$ cat src/sv/greedy_box_suppression_unit_macros.svh
// Assertion macros for the greedy box suppression unit.
// Included by the top level; depends on nothing else.
`ifndef GREEDY_BOX_SUPPRESSION_UNIT_MACROS_SVH
`define GREEDY_BOX_SUPPRESSION_UNIT_MACROS_SVH

`define GBS_ASSERT_IMP(label, clk, rst, ante, cons, msg) \
  label: assert property (@(posedge clk) disable iff (rst) (ante) |-> (cons)) \
    else $error(msg);

`define GBS_ASSERT_NEXT(label, clk, rst, ante, cons, msg) \
  label: assert property (@(posedge clk) disable iff (rst) (ante) |=> (cons)) \
    else $error(msg);

`endif

$ cat src/sv/gbs_pkg.sv
// Package for the greedy box suppression unit: types, constants, states.
// Depends on nothing.
`default_nettype none
package gbs_pkg;
  localparam int MaxKeptDefault = 64;
  localparam logic [8:0] IouThresholdReset = 9'd115;

  typedef struct packed {
    logic signed [15:0] x;
    logic signed [15:0] y;
    logic [14:0] w;
    logic [14:0] h;
  } box_t;

  typedef enum logic [2:0] {
    ST_IDLE,
    ST_READ,
    ST_CMP,
    ST_MUL,
    ST_TEST,
    ST_DONE
  } state_t;

  typedef struct packed {
    logic load;
    logic rd_issue;
    logic cmp;
    logic mul;
    logic test;
    logic finish;
  } cmd_t;

  typedef struct packed {
    logic more;
    logic out_busy;
  } status_t;
endpackage
`default_nettype wire

$ cat src/sv/gbs_ctrl.sv
// Controller state machine for the greedy box suppression unit.
// Depends on gbs_pkg.
`default_nettype none
module gbs_ctrl (
  input  wire logic            clk,
  input  wire logic            rst,
  input  wire logic            in_valid,
  input  wire gbs_pkg::status_t status,
  output logic                 in_stall,
  output gbs_pkg::cmd_t        cmd
);
  gbs_pkg::state_t state, state_next;

  always_ff @(posedge clk) begin
    if (rst) begin
      state <= gbs_pkg::ST_IDLE;
    end else begin
      state <= state_next;
    end
  end

  always_comb begin
    state_next = state;
    unique case (state)
      gbs_pkg::ST_IDLE: if (in_valid) state_next = gbs_pkg::ST_READ;
      gbs_pkg::ST_READ: state_next = status.more ? gbs_pkg::ST_CMP : gbs_pkg::ST_DONE;
      gbs_pkg::ST_CMP:  state_next = gbs_pkg::ST_MUL;
      gbs_pkg::ST_MUL:  state_next = gbs_pkg::ST_TEST;
      gbs_pkg::ST_TEST: state_next = status.more ? gbs_pkg::ST_CMP : gbs_pkg::ST_DONE;
      gbs_pkg::ST_DONE: if (!status.out_busy) state_next = gbs_pkg::ST_IDLE;
      default:          state_next = gbs_pkg::ST_IDLE;
    endcase
  end

  always_comb begin
    cmd = '0;
    in_stall = 1'b1;
    unique case (state)
      gbs_pkg::ST_IDLE: begin
        in_stall = 1'b0;
        cmd.load = in_valid;
      end
      gbs_pkg::ST_READ: cmd.rd_issue = 1'b1;
      gbs_pkg::ST_CMP: cmd.cmp = 1'b1;
      gbs_pkg::ST_MUL: cmd.mul = 1'b1;
      gbs_pkg::ST_TEST: begin
        cmd.test = 1'b1;
        cmd.rd_issue = 1'b1;
      end
      gbs_pkg::ST_DONE: cmd.finish = !status.out_busy;
      default: ;
    endcase
  end
endmodule
`default_nettype wire

$ cat config.mk
export PLATFORM = sky130hd
export DESIGN_NAME = gbs_ctrl
export DESIGN_NICKNAME = d
export VERILOG_FILES = /design/src/sv/greedy_box_suppression_unit_macros.svh /design/src/sv/gbs_pkg.sv /design/src/sv/gbs_ctrl.sv
export SDC_FILE = /design/constraint.sdc
export NUM_CORES = 1
export LEC_CHECK = 0
export ABC_AREA = 1
export BUFFER_PORTS_ARGS = -buffer_cell sky130_fd_sc_hd__buf_4
export CAP_MARGIN = 0
export CORE_AREA = 3 3 40 42
export DETAILED_ROUTE_END_ITERATION = 6
export DIE_AREA = 0 0 43 45
export SYNTH_ARGS = -nofsm -noshare
export SYNTH_HDL_FRONTEND = slang
export SYNTH_SLANG_ARGS = --single-unit
$ cat constraint.sdc
create_clock -name clk -period 1.21 [get_ports clk]
set_clock_uncertainty 0.2 [all_clocks]
set_input_delay 0.0605 -clock clk [delete_from_list [all_inputs] [get_ports clk]]
set_output_delay 0.0605 -clock clk [all_outputs]
set_load 0.02 [all_outputs]
## Word level (Yosys, flattened, before mapping)

Cells that the tools add are included.

- Eq/ne operators: 7
- Multiplexer cells: 11
- Reductions and logical operators: 4

Operators by type and width:

| operator | count |
|---|---|
| one-hot mux 3 bit (5 select lines) | 1 |
| 2-to-1 mux 3 bit | 3 |
| 2-to-1 mux 1 bit | 7 |
| equality test 3 x 2 -> 1 bit, second input constant | 2 |
| equality test 3 bit, second input constant | 2 |
| inequality test 2 bit, second input constant | 2 |
| equality test 3 x 1 -> 1 bit, second input constant | 1 |
| zero test 3 bit | 1 |
| AND reduction 2 bit | 1 |
| OR reduction 2 bit | 1 |
| zero test 1 bit | 1 |

- Flip-flop bits (word level): 3
- Input port bits: 5
- Output and inout port bits: 7
- Word-level logic and storage cells: 23

## Longest topological paths before layout

Gate-level depths: netlist (run 1).

- Depth in word-level cells: 3
- Mapped depth: 7

## Least setup slack after synthesis (run 1)

Ideal clock, no wire load.

- Kind: register -> output
- Start point: reg state[0]
- End point: out cmd[0] (netlist bit)
- Path slack: -46 ps
- Cell stages (with the launch flop): 3
- Arrival: 995 ps
- Buffers on the path: 0
- Data required time: 949 ps
- Cell sequence: dfxtp_1 nand2_1 nor3_1

RTL lines:

| element | line | source |
|---|---|---|
| from (decl) | gbs_ctrl.sv:12 | `gbs_pkg::state_t state, state_next;` |
| from (signal assigned) | gbs_ctrl.sv:16 | `state <= gbs_pkg::ST_IDLE;` |
| from (signal assigned) | gbs_ctrl.sv:18 | `state <= state_next;` |
| to (decl) | gbs_ctrl.sv:10 | `output gbs_pkg::cmd_t cmd` |

==> results of run 1 <==
## layout by cell type, fill, tap and decap left out, drive strengths merged
cell         count
and2             1
nand2           12
nand4            1
dfxtp            3
nor3             2
dlygate4sd3      2
nor2             3
inv              8
a21oi            1
nand3            5
o21ai            1
clkbuf           4
buf             17
## per-stage QoR
step / setup TNS, ns / setup slack (ns) / area [sq um]
after detailed placement: -0.0269 / -0.0269 / 329
after CTS: -0.482 / -0.0970 / 454
after global routing: -1.04 / -0.180 / 518
after floorplan: 0 / 0.0113 / 228
final: -0.526 / -0.104 / 518
after global placement: -0.0107 / -0.0107 / 329
## worst max-delay path by stage
stage                         from  slack (ns)      to  depth (start not counted)
after global routing      state[0]       -0.18  cmd[5]                          4
after CTS                 state[0]        -0.1  cmd[5]                          4
after detailed placement  state[1]       -0.03  cmd[4]                          5
after floorplan           state[2]        0.01  cmd[1]                          2
final                     state[2]       -0.10  cmd[5]                          4
after global placement    state[1]       -0.01  cmd[4]                          5
## power breakdown
part | internal, uW | switching [uW]
Sequential | 157 | 99.7
Clock | 123 | 49.6
Combinational | 425 | 414
Total | 706 | 564
## cells by family (layout without fill, tap and decap cells)
logic type	Yosys count	count (layout)	synth area share [%]
compound gates	2	2	6.25
simple gates	24	24	52.8
buf+inv	8	31	13.6
flops	3	3	27.3
## timing repair
item                                   in CTS  in global routing
endpoints found under the hold margin       3                  0
resized for setup                          17                 12
pin swaps                                   4                  7
setup endpoints to repair                   8                  9
hold buffers                                2                  0
buffers inserted                            4                  2
## per-layer routing
metal	GRT usage (%)	wire length [um]	vias to the layer above
li1	-	-	161
met1	9.38	251	144
met2	13.2	371	12
met3	5.98	73	0
met4	1.81	0	0
met5	0	0	-
## layout make-up
cell class	count	area, sq um	area share (%)
flip-flops and latches	3	71.3	13.8
inverters	8	35.0	6.76
clock buffers	4	26.3	5.07
multi-input cells	26	193	37.2
well taps	15	18.8	3.62
repair buffers	19	174	33.6
## worst min-delay path: cells and delay by family
family | cells | cell delay (ns)
simple gates | 4 | 0.28
buf+inv | 2 | 0.13
==> impl_metrics.tcl, run 1 <==
set metrics [dict create \
    layout-area-overhead-vs-synth_pct 135 \
    tightestPinTransition_ns 0.139 \
    crit_path_top_delay_cell "sky130_fd_sc_hd__dfxtp_4" \
    io-pin-count 12 \
    yosysWarningCount 0 \
    rsz_0062_raised_after_global_routing "yes" \
    clkLatencyLatePin_ns 0.23 \
    n_antenna_cell 0 \
    fp.dieArea_sq_um 1940 \
    clkSlewWorstSetupHoldPaths_ns 0.04 \
    max-vdd-ir-drop_mv 0.846 \
    maximum_number_of_pins_on_one_net_before_global_route_repair 8 \
    p_total_uw 1270 \
    status "finished, violations left" \
    dr.first_iter.drc_count 1 \
    synth.largest_area_cell "sky130_fd_sc_hd__dfxtp_1" \
    detail-route-antenna-nets 0 \
    synthesis.area_sq_um 220 \
    yosys-top-cells-count "sky130_fd_sc_hd__nand2_1 (11), sky130_fd_sc_hd__inv_1 (7), sky130_fd_sc_hd__nand3_1 (4)" \
    timing.hold.ws_ns 0.0808 \
    min_period_over_period_pct 109 \
    cts-buffers-inserted 3 \
    min_path_type "in -> reg" \
    synth_area_leaders "sky130_fd_sc_hd__dfxtp_1 (27%), sky130_fd_sc_hd__nand2_1 (19%), sky130_fd_sc_hd__inv_1 (12%), sky130_fd_sc_hd__nand3_1 (9.1%), sky130_fd_sc_hd__nor2_2 (5.7%)" \
    setup_viol_count_final 8 \
    cp-start-kind "flip-flop" \
    worst_path_required_ns 0.95 \
    timing.max_slew.rel_slack_pct 90.7 \
    report.final.slew_viol_count 0 \
    hold_viol_final 0 \
    synth_most_common_cell "sky130_fd_sc_hd__nand2_1" \
    vias_per_cell 4.23 \
    holdPathStages 6 \
    violations "setup timing" \
    postLayoutCoreUtil_pct 40.3 \
    dp.cells 63 \
    numPortBuffers 11 \
    top_regs "state (3)" \
    cts_root_buf "sky130_fd_sc_hd__clkbuf_4" \
    fin_ws_ns -0.104 \
    via_count 317 \
    grt_antenna_before_repair 0 \
    std_cell_rows 13 \
    max_freq_ghz 0.761 \
    drt_pre_antenna_iters 3 \
    die_width_um 43 \
    finalNonFillerCells 75 \
    grt_first_pass_wirelength_um 1170 \
    drv.max_cap_violation_count 0 \
    layout.filler_cells 140 \
    vias_in_the_first_global_route 290 \
    floorplan.initialDensity_pct 17.1 \
    worst-endpoint-arrival_ns 1.05 \
    worstPathCellList "nor2_4 -> nand2_2 -> nor2_2 -> buf_6" \
    timing.critical_path.slowest_cell_delay_ns 0.36 \
    setup.worst_path.end_class "output pin" \
    coreArea_sq_um 1280 \
    p_leak_uw 0.000268 \
    routed_wl_um 696 \
    timing.hold.worst_endpoint "state[2]" \
    cts.sinks 3 \
    nets 66 \
    clock_tree.buffer_depth 2 \
    postSynthRegisterBits 3 \
    crit_type "reg -> out" \
    grt_overflow_total 0 \
    power-per-cell-area_nw_per_um2 2450 \
    drt_drc_violations_left 0 \
    post_route_cells_drive_above_1_share_pct 66.7 \
    r2r_slack_ns -0.06 \
    netlist_instances 37 \
    synth-edff-count 0 \
    synth.distinct_cells 14 \
    dp.final_hpwl_um 435 \
    yosysSeqAreaShare_pct 27.3 \
    yosys_most_used_dff "sky130_fd_sc_hd__dfxtp_1" \
    critical_path.n_buffers_inverters 1 \
    die_h_um 45 \
    rr_startpoint "state[2]" \
    area_share_of_the_leading_cell_type_in_the_synthesized_netlist_pct 27.3 \
    largest_register "state" \
    synth_async_sr_flop_share_pct 0 \
    worst_r2r_path_depth 7 \
    mappedNetlistNets 42 \
    post_synth.cell_area_avg_sq_um 5.95 \
    largest_register_ff_count 3 \
    htree_levels 1 \
    post-route-min-period_ns 1.31 \
    cts_tree "yes" \
    critical_path.max_fanout 4 \
    post_drt_wl_per_cell_um 9.28 \
    hold_path_startpoint "in_valid" \
    gp_congestion 0.764 \
    timing.rr.end "state[0]" \
    track_usage_pct 8.40 \
    cp_top_family "flip-flops" \
]
No activity file was read; power rests on OpenSTA's default activity.
==> run 2: changes to the inputs <==
BUFFER_PORTS_ARGS = -buffer_cell sky130_fd_sc_hd__buf_2   (was -buffer_cell sky130_fd_sc_hd__buf_4)
PLACE_DENSITY = 0.36   (was unset)
==> run 2 against run 1 <==
The run still ends with setup timing left. Critical endpoint is now cmd[4]. First-iteration DRC count stayed put. Count of clock-buffer cells in the layout unchanged. Clock power is 5% higher. Largest cell class unchanged. Global-route usage up 0.33 points.
==> impl_metrics.tcl, run 2 (synthesis results as in run 1) <==
set metrics [dict create \
    status "finished, violations left" \
    violations "setup timing" \
    drt_pre_antenna_iters 2 \
    worst_r2r_path_depth 8 \
    io-pin-count 12 \
    mostFrequentLayoutCell "sky130_fd_sc_hd__nand2_2" \
    dp.final_hpwl_um 472 \
    fp.dieArea_sq_um 1940 \
    crit_type "reg -> out" \
    timing.max_slew.rel_slack_pct 90.9 \
    layout-area-overhead-vs-synth_pct 128 \
    vias_in_the_first_global_route 297 \
    coreArea_sq_um 1280 \
    setup_viol_count_final 9 \
    detail-route-antenna-nets 0 \
    critical_path.max_fanout 4 \
    track_usage_pct 8.74 \
    post-route-min-period_ns 1.31 \
    p_total_uw 1250 \
    via_count 300 \
    n_antenna_cell 0 \
    worstPathCellList "inv_4 -> nand2_4 -> nand2_2 -> and2_4 -> buf_6" \
    depth_of_the_critical_timing_path_with_buffers_and_inverters_included 5 \
    power-per-cell-area_nw_per_um2 2480 \
    max-vdd-ir-drop_mv 0.987 \
    drt_drc_violations_left 0 \
    cp_top_family "flip-flops" \
    grt_first_pass_wirelength_um 1200 \
    clockPowerShare_pct 14.6 \
    crit_path_top_delay_cell "sky130_fd_sc_hd__dfxtp_4" \
    clkSlewWorstSetupHoldPaths_ns 0.04 \
    htree_levels 1 \
    internal_power_uw 665 \
    hold_viol_final 0 \
    maximum_number_of_pins_on_one_net_before_global_route_repair 7 \
    holdPathStages 5 \
    die_width_um 43 \
    relative_contribution_of_combinational_cells_to_total_power_pct 64.8 \
    worst-endpoint-arrival_ns 1.05 \
    post_drt_wl_per_cell_um 10.6 \
    most-common-layout-cells "sky130_fd_sc_hd__nand2_2 (7), sky130_fd_sc_hd__buf_4 (6), sky130_fd_sc_hd__inv_1 (5), sky130_fd_sc_hd__buf_2 (5), sky130_fd_sc_hd__buf_6 (5)" \
    tightestPinTransition_ns 0.136 \
    cts_root_buf "sky130_fd_sc_hd__clkbuf_4" \
    cts.sinks 3 \
    worst_path_required_ns 0.95 \
    grt_antenna_before_repair 0 \
    dr.first_iter.drc_count 1 \
    finish.instance_area_sq_um 503 \
    pwr-share-seq_pct 20.6 \
    clock_tree.buffer_depth 2 \
    nets 65 \
    top_regs "state (3)" \
    cts_tree "yes" \
    layout.filler_cells 131 \
    routed_wl_um 786 \
    vias_per_cell 4.05 \
    clkLatencyLatePin_ns 0.24 \
    p_leak_uw 0.000256 \
    die_h_um 45 \
    largest_register_ff_count 3 \
    totalNegativeSetupSlack_ns -0.576 \
    largest_register "state" \
    numPortBuffers 11 \
    grt_overflow_total 0 \
    cell_area_after_placement_sq_um 317 \
    cp-start-kind "flip-flop" \
    critical_path.n_buffers_inverters 2 \
    p_sw_share_pct 46.6 \
    rsz_0062_raised_after_global_routing "yes" \
    report.final.slew_viol_count 0 \
    gp_congestion 0.645 \
    drv.max_cap_violation_count 0 \
    post_route_cells_drive_above_1_share_pct 71.2 \
    postLayoutCoreUtil_pct 39.1 \
    std_cell_rows 13 \
    floorplan.initialDensity_pct 17.1 \
    timing.critical_path.slowest_cell_delay_ns 0.38 \
    min_path_type "in -> reg" \
    fin_ws_ns -0.103 \
    cts-buffers-inserted 3 \
    setup.worst_path.end_class "output pin" \
    min_period_over_period_pct 109 \
    max_freq_ghz 0.761 \
    netSwitchingPower_uw 581 \
]
run 2: area by class of cell:
class / instances / area [sq um] / share of cell area, %
multi-input combinational: 26 / 205 / 40.8
timing repair buffer: 18 / 146 / 29.1
sequential: 3 / 71.3 / 14.2
inverter: 8 / 35.0 / 6.97
clock buffer: 4 / 26.3 / 5.22
tap: 15 / 18.8 / 3.73
run 2: worst paths after layout:
check	to	from	slack, ns
worst max-delay path	cmd[4]	state[1]	-0.10
worst min-delay path	state[2]	status[0]	0.09
worst max register to register	state[0]	state[1]	-0.01
worst min register to register	state[1]	state[1]	0.35
run 2: power by group through the flow:
stage | clock (uW) | combinational [uW] | sequential, uW
final | 182 | 807 | 256
after global placement | 0 | 522 | 194
after CTS | 187 | 706 | 251
after global routing | 200 | 871 | 262
after detailed placement | 0 | 513 | 191
after floorplan | 0 | 352 | 185
run 2: through the flow:
| step | cells | worst slack [ns] | hold WS, ns |
|---|---|---|---|
| 2_1_floorplan | 37 | 0.0113 | -0.0704 |
| 3_3_place_gp | 65 | -0.0182 | 0.0380 |
| 3_5_place_dp | 65 | 0.0189 | 0.0419 |
| 4_1_cts | 74 | -0.0982 | 0.0751 |
| 5_1_grt | 74 | -0.153 | 0.152 |
| 6_report | 74 | -0.103 | 0.0915 |
run 2: worst register-to-register path, cell delays in order (launching register included):
cell,delay (ns)
sky130_fd_sc_hd__dfxtp_4,0.38
sky130_fd_sc_hd__inv_4,0.05
sky130_fd_sc_hd__nand2_4,0.06
sky130_fd_sc_hd__nand2_2,0.05
sky130_fd_sc_hd__buf_4,0.14
sky130_fd_sc_hd__nand3_4,0.08
sky130_fd_sc_hd__nand2_2,0.06
sky130_fd_sc_hd__nand2_2,0.04
sky130_fd_sc_hd__nand2_1,0.04
run 2: repair_timing:
item,4_1_cts,5_1_grt
pin swaps,2,5
endpoints found under the setup margin,7,9
buffers inserted,3,0
resized for setup,25,12
endpoints found under the hold margin,3,0
hold buffers,2,0
run 2: per-layer routing:
layer	up-vias	share of wire, %	GRT usage [%]
met1	132	38	8.41
met5	-	0	0
met2	10	53	15.3
li1	158	-	-
met3	0	8.8	5.18
met4	0	0	3.61
